--- src/design/mcd_pkg.sv ---
// Shared types, register indexes and tables for the MPEG coefficient dequantizer.
package mcd_pkg;

   localparam int CsrIndexWidth = 3;
   localparam int CsrDataWidth  = 7;

   localparam logic [CsrIndexWidth-1:0] CSR_STANDARD_MODE         = 3'd0;
   localparam logic [CsrIndexWidth-1:0] CSR_NONLINEAR_QSCALE      = 3'd1;
   localparam logic [CsrIndexWidth-1:0] CSR_INTRA_MISMATCH_ENABLE = 3'd2;
   localparam logic [CsrIndexWidth-1:0] CSR_LUMA_DC_SCALE         = 3'd3;
   localparam logic [CsrIndexWidth-1:0] CSR_CHROMA_DC_SCALE       = 3'd4;

   localparam logic [6:0] DC_SCALE_RESET = 7'd8;

   typedef struct packed {
      logic signed [11:0] level;
      logic [5:0]         position;
      logic [7:0]         weight;
      logic [4:0]         quant_scale_code;
      logic               is_intra;
      logic               is_chroma;
      logic               last_in_block;
   } req_type;

   typedef struct packed {
      logic signed [15:0] value;
      logic [5:0]         out_position;
      logic               block_end;
      logic               flip_lsb_63;
   } rsp_type;

   typedef enum logic [1:0] {
      ST_IDLE,
      ST_MUL1,
      ST_MUL2,
      ST_FIN
   } state_type;

   // controller -> datapath
   typedef struct packed {
      logic capture;
      logic step1;
      logic step2;
      logic finish;
   } cmd_type;

   // datapath -> controller
   typedef struct packed {
      logic out_free;
   } status_type;

   // MPEG-2 non-linear quantizer scale
   function automatic logic [6:0] nl_scale(input logic [4:0] code);
      logic [6:0] s;
      case (code)
         5'd0:  s = 7'd0;
         5'd1:  s = 7'd1;
         5'd2:  s = 7'd2;
         5'd3:  s = 7'd3;
         5'd4:  s = 7'd4;
         5'd5:  s = 7'd5;
         5'd6:  s = 7'd6;
         5'd7:  s = 7'd7;
         5'd8:  s = 7'd8;
         5'd9:  s = 7'd10;
         5'd10: s = 7'd12;
         5'd11: s = 7'd14;
         5'd12: s = 7'd16;
         5'd13: s = 7'd18;
         5'd14: s = 7'd20;
         5'd15: s = 7'd22;
         5'd16: s = 7'd24;
         5'd17: s = 7'd28;
         5'd18: s = 7'd32;
         5'd19: s = 7'd36;
         5'd20: s = 7'd40;
         5'd21: s = 7'd44;
         5'd22: s = 7'd48;
         5'd23: s = 7'd52;
         5'd24: s = 7'd56;
         5'd25: s = 7'd64;
         5'd26: s = 7'd72;
         5'd27: s = 7'd80;
         5'd28: s = 7'd88;
         5'd29: s = 7'd96;
         5'd30: s = 7'd104;
         5'd31: s = 7'd112;
         default: s = 7'd0;
      endcase
      return s;
   endfunction

endpackage

--- src/design/mcd_ctrl.sv ---
// Sequencer for the dequantizer: capture, two multiply steps, result load.
module mcd_ctrl
   import mcd_pkg::*;
(
   input  logic       clock,
   input  logic       reset,
   input  logic       req_valid,
   output logic       req_ready,
   input  status_type status,
   output cmd_type    cmd
);

   state_type state_ff;
   state_type state_in;

   always_ff @(posedge clock) begin
      if (reset) begin
         state_ff <= ST_IDLE;
      end else begin
         state_ff <= state_in;
      end
   end

   always_comb begin
      state_in  = state_ff;
      req_ready = 1'b0;
      cmd       = '0;
      case (state_ff)
         ST_IDLE: begin
            req_ready = 1'b1;
            if (req_valid) begin
               cmd.capture = 1'b1;
               state_in    = ST_MUL1;
            end
         end
         ST_MUL1: begin
            cmd.step1 = 1'b1;
            state_in  = ST_MUL2;
         end
         ST_MUL2: begin
            cmd.step2 = 1'b1;
            state_in  = ST_FIN;
         end
         ST_FIN: begin
            // wait here while the output register still holds an untaken word
            if (status.out_free) begin
               cmd.finish = 1'b1;
               state_in   = ST_IDLE;
            end
         end
         default: begin
            state_in = ST_IDLE;
         end
      endcase
   end

endmodule

--- src/design/mcd_datapath.sv ---
// Dequantizer datapath: config registers, multiply chain, rounding, parity, output register.
module mcd_datapath
   import mcd_pkg::*;
(
   input  logic                     clock,
   input  logic                     reset,
   input  logic                     csr_wen,
   input  logic [CsrIndexWidth-1:0] csr_index,
   input  logic [CsrDataWidth-1:0]  csr_wdata,
   input  req_type                  req_data,
   input  cmd_type                  cmd,
   output status_type               status,
   output logic                     rsp_valid,
   input  logic                     rsp_ready,
   output rsp_type                  rsp_data
);

   // configuration
   logic       standard_mode_ff;
   logic       nonlinear_qscale_ff;
   logic       intra_mismatch_enable_ff;
   logic [6:0] luma_dc_scale_ff;
   logic [6:0] chroma_dc_scale_ff;

   always_ff @(posedge clock) begin
      if (reset) begin
         standard_mode_ff         <= 1'b0;
         nonlinear_qscale_ff      <= 1'b0;
         intra_mismatch_enable_ff <= 1'b0;
         luma_dc_scale_ff         <= DC_SCALE_RESET;
         chroma_dc_scale_ff       <= DC_SCALE_RESET;
      end else if (csr_wen) begin
         case (csr_index)
            CSR_STANDARD_MODE:         standard_mode_ff         <= csr_wdata[0];
            CSR_NONLINEAR_QSCALE:      nonlinear_qscale_ff      <= csr_wdata[0];
            CSR_INTRA_MISMATCH_ENABLE: intra_mismatch_enable_ff <= csr_wdata[0];
            CSR_LUMA_DC_SCALE:         luma_dc_scale_ff         <= csr_wdata;
            CSR_CHROMA_DC_SCALE:       chroma_dc_scale_ff       <= csr_wdata;
            default: begin
            end
         endcase
      end
   end

   // capture stage: magnitude, scale and multiplier operands
   logic        neg_in;
   logic [11:0] mag_in;
   logic        dc_in;
   logic [6:0]  qs_in;
   logic [12:0] fa_in;
   logic [6:0]  fb_in;
   logic        mm_in;

   always_comb begin
      neg_in = req_data.level[11];
      mag_in = neg_in ? (12'd0 - req_data.level) : req_data.level;
      dc_in  = req_data.is_intra && (req_data.position == 6'd0);
      if (standard_mode_ff) begin
         qs_in = nonlinear_qscale_ff ? nl_scale(req_data.quant_scale_code)
                                     : {1'b0, req_data.quant_scale_code, 1'b0};
      end else begin
         qs_in = {2'b00, req_data.quant_scale_code};
      end
      if (dc_in) begin
         fa_in = {1'b0, mag_in};
         fb_in = req_data.is_chroma ? chroma_dc_scale_ff : luma_dc_scale_ff;
      end else begin
         fa_in = req_data.is_intra ? {1'b0, mag_in} : {mag_in, 1'b1};
         fb_in = qs_in;
      end
      mm_in = standard_mode_ff && (!req_data.is_intra || intra_mismatch_enable_ff);
   end

   logic        neg_ff;
   logic        zero_ff;
   logic        dc_ff;
   logic        intra_ff;
   logic        mpeg2_ff;
   logic        mm_ff;
   logic        last_ff;
   logic [5:0]  pos_ff;
   logic [7:0]  weight_ff;
   logic [12:0] fa_ff;
   logic [6:0]  fb_ff;
   logic [19:0] prod1_ff;
   logic [27:0] prod2_ff;

   always_ff @(posedge clock) begin
      if (cmd.capture) begin
         neg_ff    <= neg_in;
         zero_ff   <= (mag_in == 12'd0);
         dc_ff     <= dc_in;
         intra_ff  <= req_data.is_intra;
         mpeg2_ff  <= standard_mode_ff;
         mm_ff     <= mm_in;
         last_ff   <= req_data.last_in_block;
         pos_ff    <= req_data.position;
         weight_ff <= req_data.weight;
         fa_ff     <= fa_in;
         fb_ff     <= fb_in;
      end
      if (cmd.step1) begin
         prod1_ff <= {7'd0, fa_ff} * {13'd0, fb_ff};
      end
      if (cmd.step2) begin
         prod2_ff <= dc_ff ? {8'd0, prod1_ff} : ({8'd0, prod1_ff} * {20'd0, weight_ff});
      end
   end

   // finish: shift, MPEG-1 odd forcing, sign, mismatch parity
   logic        parity_ff;
   logic        parity_in;
   logic [2:0]  shift_amt;
   logic [27:0] shifted;
   logic [15:0] mag16;
   logic [15:0] val16;
   logic        par_next;
   logic        flip;

   always_comb begin
      case ({intra_ff, mpeg2_ff})
         2'b10:   shift_amt = 3'd3;
         2'b11:   shift_amt = 3'd4;
         2'b00:   shift_amt = 3'd4;
         2'b01:   shift_amt = 3'd5;
         default: shift_amt = 3'd4;
      endcase
      shifted = prod2_ff >> shift_amt;
      if (dc_ff) begin
         mag16 = prod2_ff[15:0];
      end else if (zero_ff) begin
         mag16 = 16'd0;
      end else if (!mpeg2_ff) begin
         mag16 = (shifted[15:0] - 16'd1) | 16'd1;
      end else begin
         mag16 = shifted[15:0];
      end
      val16     = neg_ff ? (16'd0 - mag16) : mag16;
      par_next  = mm_ff ? (parity_ff ^ val16[0]) : parity_ff;
      flip      = last_ff && mm_ff && par_next;
      parity_in = parity_ff;
      if (cmd.finish) begin
         parity_in = last_ff ? 1'b1 : par_next;
      end
   end

   logic    rsp_valid_ff;
   logic    rsp_valid_in;
   rsp_type rsp_ff;

   always_comb begin
      rsp_valid_in = rsp_valid_ff && !rsp_ready;
      if (cmd.finish) begin
         rsp_valid_in = 1'b1;
      end
   end

   always_ff @(posedge clock) begin
      if (reset) begin
         parity_ff    <= 1'b1;
         rsp_valid_ff <= 1'b0;
      end else begin
         parity_ff    <= parity_in;
         rsp_valid_ff <= rsp_valid_in;
      end
   end

   always_ff @(posedge clock) begin
      if (cmd.finish) begin
         rsp_ff.value        <= val16;
         rsp_ff.out_position <= pos_ff;
         rsp_ff.block_end    <= last_ff;
         rsp_ff.flip_lsb_63  <= flip;
      end
   end

   assign status.out_free = !rsp_valid_ff || rsp_ready;
   assign rsp_valid       = rsp_valid_ff;
   assign rsp_data        = rsp_ff;

endmodule

--- src/design/mpeg_coefficient_dequantizer_unit.sv ---
// Top level of the MPEG-1/MPEG-2 coefficient dequantizer.
//
// Input channel (req_*): one word per coefficient with level, raster position,
//   matrix weight, scale code and intra/chroma/last marks, valid/ready handshake.
// Result channel (rsp_*): one word per input word, in order: 16-bit wrapped value,
//   position, block end mark and the mismatch-control flip of coefficient 63.
// Config port (csr_*): write-only; csr_wen with csr_index/csr_wdata writes one
//   register in a cycle. Write only while no word is in flight.
// Sequence: the accepting edge captures the operands, then come the first multiply,
//   the second multiply and the result load, which waits while the output is full.
// Flow: the single sequencer walks each word through the two-step multiply chain
//   and the result load before the next word is taken.
// Stall: the output register holds the finished word; the next word is still
//   accepted and computed, and waits in the last step until rsp_ready frees it.
// Reset: synchronous, clears config to defaults (MPEG-1, DC scales of 8), the
//   mismatch parity to 1 and both channels to empty.
module mpeg_coefficient_dequantizer_unit
   import mcd_pkg::*;
(
   input  logic                     clock,
   input  logic                     reset,
   input  logic                     req_valid,
   output logic                     req_ready,
   input  req_type                  req_data,
   output logic                     rsp_valid,
   input  logic                     rsp_ready,
   output rsp_type                  rsp_data,
   input  logic                     csr_wen,
   input  logic [CsrIndexWidth-1:0] csr_index,
   input  logic [CsrDataWidth-1:0]  csr_wdata
);

   cmd_type    cmd;
   status_type status;

   // sequencer: one word at a time
   mcd_ctrl u_ctrl (
      .clock     (clock),
      .reset     (reset),
      .req_valid (req_valid),
      .req_ready (req_ready),
      .status    (status),
      .cmd       (cmd)
   );

   // arithmetic, config registers, parity and output register
   mcd_datapath u_datapath (
      .clock     (clock),
      .reset     (reset),
      .csr_wen   (csr_wen),
      .csr_index (csr_index),
      .csr_wdata (csr_wdata),
      .req_data  (req_data),
      .cmd       (cmd),
      .status    (status),
      .rsp_valid (rsp_valid),
      .rsp_ready (rsp_ready),
      .rsp_data  (rsp_data)
   );

   // a captured word blocks the input until it has been loaded into the output
   a_one_in_flight: assert property (@(posedge clock) disable iff (reset)
      (req_valid && req_ready) |=> !req_ready)
      else $error("input accepted while a word is in flight");

   // flip mark only ever accompanies the last word of a block
   a_flip_on_end: assert property (@(posedge clock) disable iff (reset)
      rsp_valid |-> (rsp_data.block_end || !rsp_data.flip_lsb_63))
      else $error("flip_lsb_63 set on a word that is not a block end");

   // sequencer issues at most one step per cycle
   a_cmd_onehot: assert property (@(posedge clock) disable iff (reset)
      $onehot0({cmd.capture, cmd.step1, cmd.step2, cmd.finish}))
      else $error("more than one sequencer command in a cycle");

   // a finished word never overwrites one still waiting
   a_no_overwrite: assert property (@(posedge clock) disable iff (reset)
      cmd.finish |-> (!rsp_valid || rsp_ready))
      else $error("result loaded over an untaken word");

endmodule
--- config.mk ---
export PLATFORM = sky130hd
export DESIGN_NAME = mpeg_coefficient_dequantizer_unit
export DESIGN_NICKNAME = d
export VERILOG_FILES = /design/src/design/mcd_pkg.sv /design/src/design/mcd_ctrl.sv /design/src/design/mcd_datapath.sv /design/src/design/mpeg_coefficient_dequantizer_unit.sv
export SDC_FILE = /design/constraint.sdc
export NUM_CORES = 1
export LEC_CHECK = 0
export ABC_AREA = 1
export BUFFER_PORTS_ARGS = -buffer_cell sky130_fd_sc_hd__buf_4
export CELL_PAD_IN_SITES_DETAIL_PLACEMENT = 2
export CELL_PAD_IN_SITES_GLOBAL_PLACEMENT = 2
export CORE_UTILIZATION = 41
export CTS_CLUSTER_SIZE = 28
export DETAILED_ROUTE_END_ITERATION = 10
export PLACE_DENSITY_LB_ADDON = 0.1
export SLEW_MARGIN = 15
export SYNTH_ARGS = -nofsm -noshare
export SYNTH_HDL_FRONTEND = slang
export SYNTH_HIERARCHICAL = 1
export SYNTH_SLANG_ARGS = --single-unit
--- constraint.sdc ---
create_clock -name clock -period 10.7 [get_ports clock]
set_input_delay 1.07 -clock clock [delete_from_list [all_inputs] [get_ports clock]]
set_output_delay 1.07 -clock clock [all_outputs]
set_load 0.01 [all_outputs]
==> out/metrics.csv <==
metric;value;unit
worst slew pin tran;1.12;ns
first-pass GRT wire length;75900;um
Synth Flop Type;edfxtp_1;
Final #Nets;2100;
Root Buffer;clkbuf_16;
syn_nets;2063;
Syn Inst Count;1785;
max_slew headroom;0.251;
Via Count;11800;
hold depth;0;
DRC viols;0;
kind of critical path;reg -> reg;
synth-to-layout area growth;10.6;%
Worst Setup End Kind;flop;
Detailed Routing Iterations Pass 1;6;
CTS H-tree depth;4;
asr flop ratio synth;0;
syn avg cell area;7.73;um^2
Worst Path Max Fanout;19;
max incr delay on CP;0.88;ns
number of global-route vias before repair;13900;
final hold viol count;0;
via density per instance;5.18;
routability cong.;0.822;
Mapped Area;13800;um^2
Setup violations, final;0;
DP Wirelength;35400;um
run status;finished clean;
Core Util, Final;0.465;
Routed WL;47300;um
worst path bufs/invs;4;
worst endpoint required time;10.88;ns
Max-Cap Viols;0;
I/O Buffers;74;
layout cells sized above 1;0.0845;
Worst-path clk slew;0.07;ns
IO Count;75;
R2R depth;18;
Tmin final;5.31;ns
Core Box Area;32800;um^2
Post-CTS Hold Fix Bufs;0;
die area;34400;um^2
yosys warns;6;
antenna diode count;0;
max-slew violations;0;
row count;66;
DRT antenna net count;0;
routed length per placed instance;20.8;um
CP max-delay cell;edfxtp_1;
TritonCTS buffer count;17;
Worst-Skew Late Latency;0.45;ns
f_max;188;MHz
CTS tree;yes;
total negative slack;0;ns
worst path arrival time;5.50;ns
FF+latch count, synth;127;
antenna violations before repair;1;
global-route usage over all layers;0.293;
# clock sinks;127;
most common cell after layout, fill and taps aside;nand2_1;
Critical Path Source Type;flop;
post_cts resized;0;
Chip Height;185;um
register area share after synthesis;0.261;
pin count of the biggest net entering global routing;42;
DR iter-0 viols;424;
crit-path cells;nand2_1 > inv_1 > fa_1 > fa_1 > fa_1 > inv_1 > fa_1 > inv_1 > ha_1 > inv_1 > o21bai_1 > a21oi_1 > o21ai_1 > a21boi_0 > o21ai_1 > a21oi_1 > xor2_1 > o21ai_1;
grt ovf;0;
postcts setup bufs;0;
Die W;185;um
period utilization;0.497;
WP depth;18;
type of the worst min-delay path;reg -> reg;
clock skew;0.0124;ns
initial core utilization;0.421;
most frequent cells in the layout;nand2_1, inv_1, fa_1, edfxtp_1, ha_1;
Netlist cell types;48;
EDFF count, synth;106;
Crit path max-delay family;adder cells;
RSZ-0062 raised after global routing;false;
Max clock buf depth;2;
-- routing by layer --
metal	GRT usage	part of all wire	vias to the layer above
met4	0.122	0.037	2
met1	0.331	0.40	6053
met2	0.553	0.54	202
li1	-	-	5441
met3	0.0352	0.025	102
met5	0	0.00034	-
-- through the flow --
step / setup slack [ns] / hold WS (ns) / std cells / instance area (um^2)
after detailed placement: 5.41 / 0.412 / 2245 / 14700
after floorplan: 5.96 / 0.400 / 1785 / 13800
final: 5.39 / 0.430 / 2277 / 15300
after global placement: 5.68 / 0.402 / 2245 / 14700
after CTS: 5.38 / 0.435 / 2277 / 15300
after global routing: 5.08 / 0.434 / 2277 / 15300
-- area by class of cell --
cell class                      count  area, um^2
Tap cell                          442         553
Inverter                          468        1760
Multi-Input combinational cell   1131        8190
Fill cell                        3829       17500
Clock buffer                       18         439
Clock inverter                     14         133
Sequential cell                   127        3600
Timing Repair Buffer               77         578
-- sequential cells by signal, indices dropped and copies added (netlist names), 2 cells and up --
name / flops
u_datapath/rsp_data: 24
u_datapath/prod2_ff: 21
u_datapath/prod1_ff: 20
u_datapath/fa_ff: 13
u_datapath/weight_ff: 8
u_datapath/chroma_dc_scale_ff: 7
u_datapath/fb_ff: 7
u_datapath/luma_dc_scale_ff: 7
u_datapath/pos_ff: 6
u_ctrl/state_ff: 2
-- worst reg2reg max path: stages, from the launching register on --
cell and delay (ns):
edfxtp_1 0.88, nand2_1 0.14, inv_1 0.11, fa_1 0.44, fa_1 0.50, fa_1 0.55, inv_1 0.06, fa_1 0.53
inv_1 0.04, ha_1 0.31, inv_1 0.15, o21bai_1 0.11, a21oi_1 0.23, o21ai_1 0.15, a21boi_0 0.26, o21ai_1 0.14
a21oi_1 0.19, xor2_1 0.18, o21ai_1 0.08
-- path summary, 6_finish.rpt --
check | endpoint | slack, ns | startpoint
worst max-delay path | u_datapath/prod2_ff[17] | 5.39 | u_datapath/weight_ff[2]
worst min-delay path | u_datapath/rsp_data[7] | 0.43 | u_datapath/pos_ff[5]
worst max register to register | u_datapath/prod2_ff[17] | 5.39 | u_datapath/weight_ff[2]
worst min register to register | u_datapath/rsp_data[7] | 0.43 | u_datapath/pos_ff[5]
-- synth_stat cells (15+ instances only) --
cell	count	area, um^2
nand2_1	485	1820
inv_1	458	1720
fa_1	149	2980
edfxtp_1	106	3180
ha_1	80	1000
nand3_1	68	340
o21ai_0	66	330
nor2_1	59	221
a21oi_1	58	290
clkbuf_1	46	173
xor2_1	32	280
dfxtp_1	21	420
o21ai_1	15	75.1
-- logic make-up after synthesis --
group | share of synthesized area
AND/OR/NAND/NOR | 0.208
buffers and inverters | 0.145
multiplexers | 0.000725
adder cells (fa/ha/maj) | 0.289
AO/OA/AOI/OAI | 0.0696
XOR/XNOR | 0.0260
flip-flops | 0.261
Power is left out: the tool's default activity adds up to more than one toggle a clock period on the data nets, which glitch-free logic cannot reach.
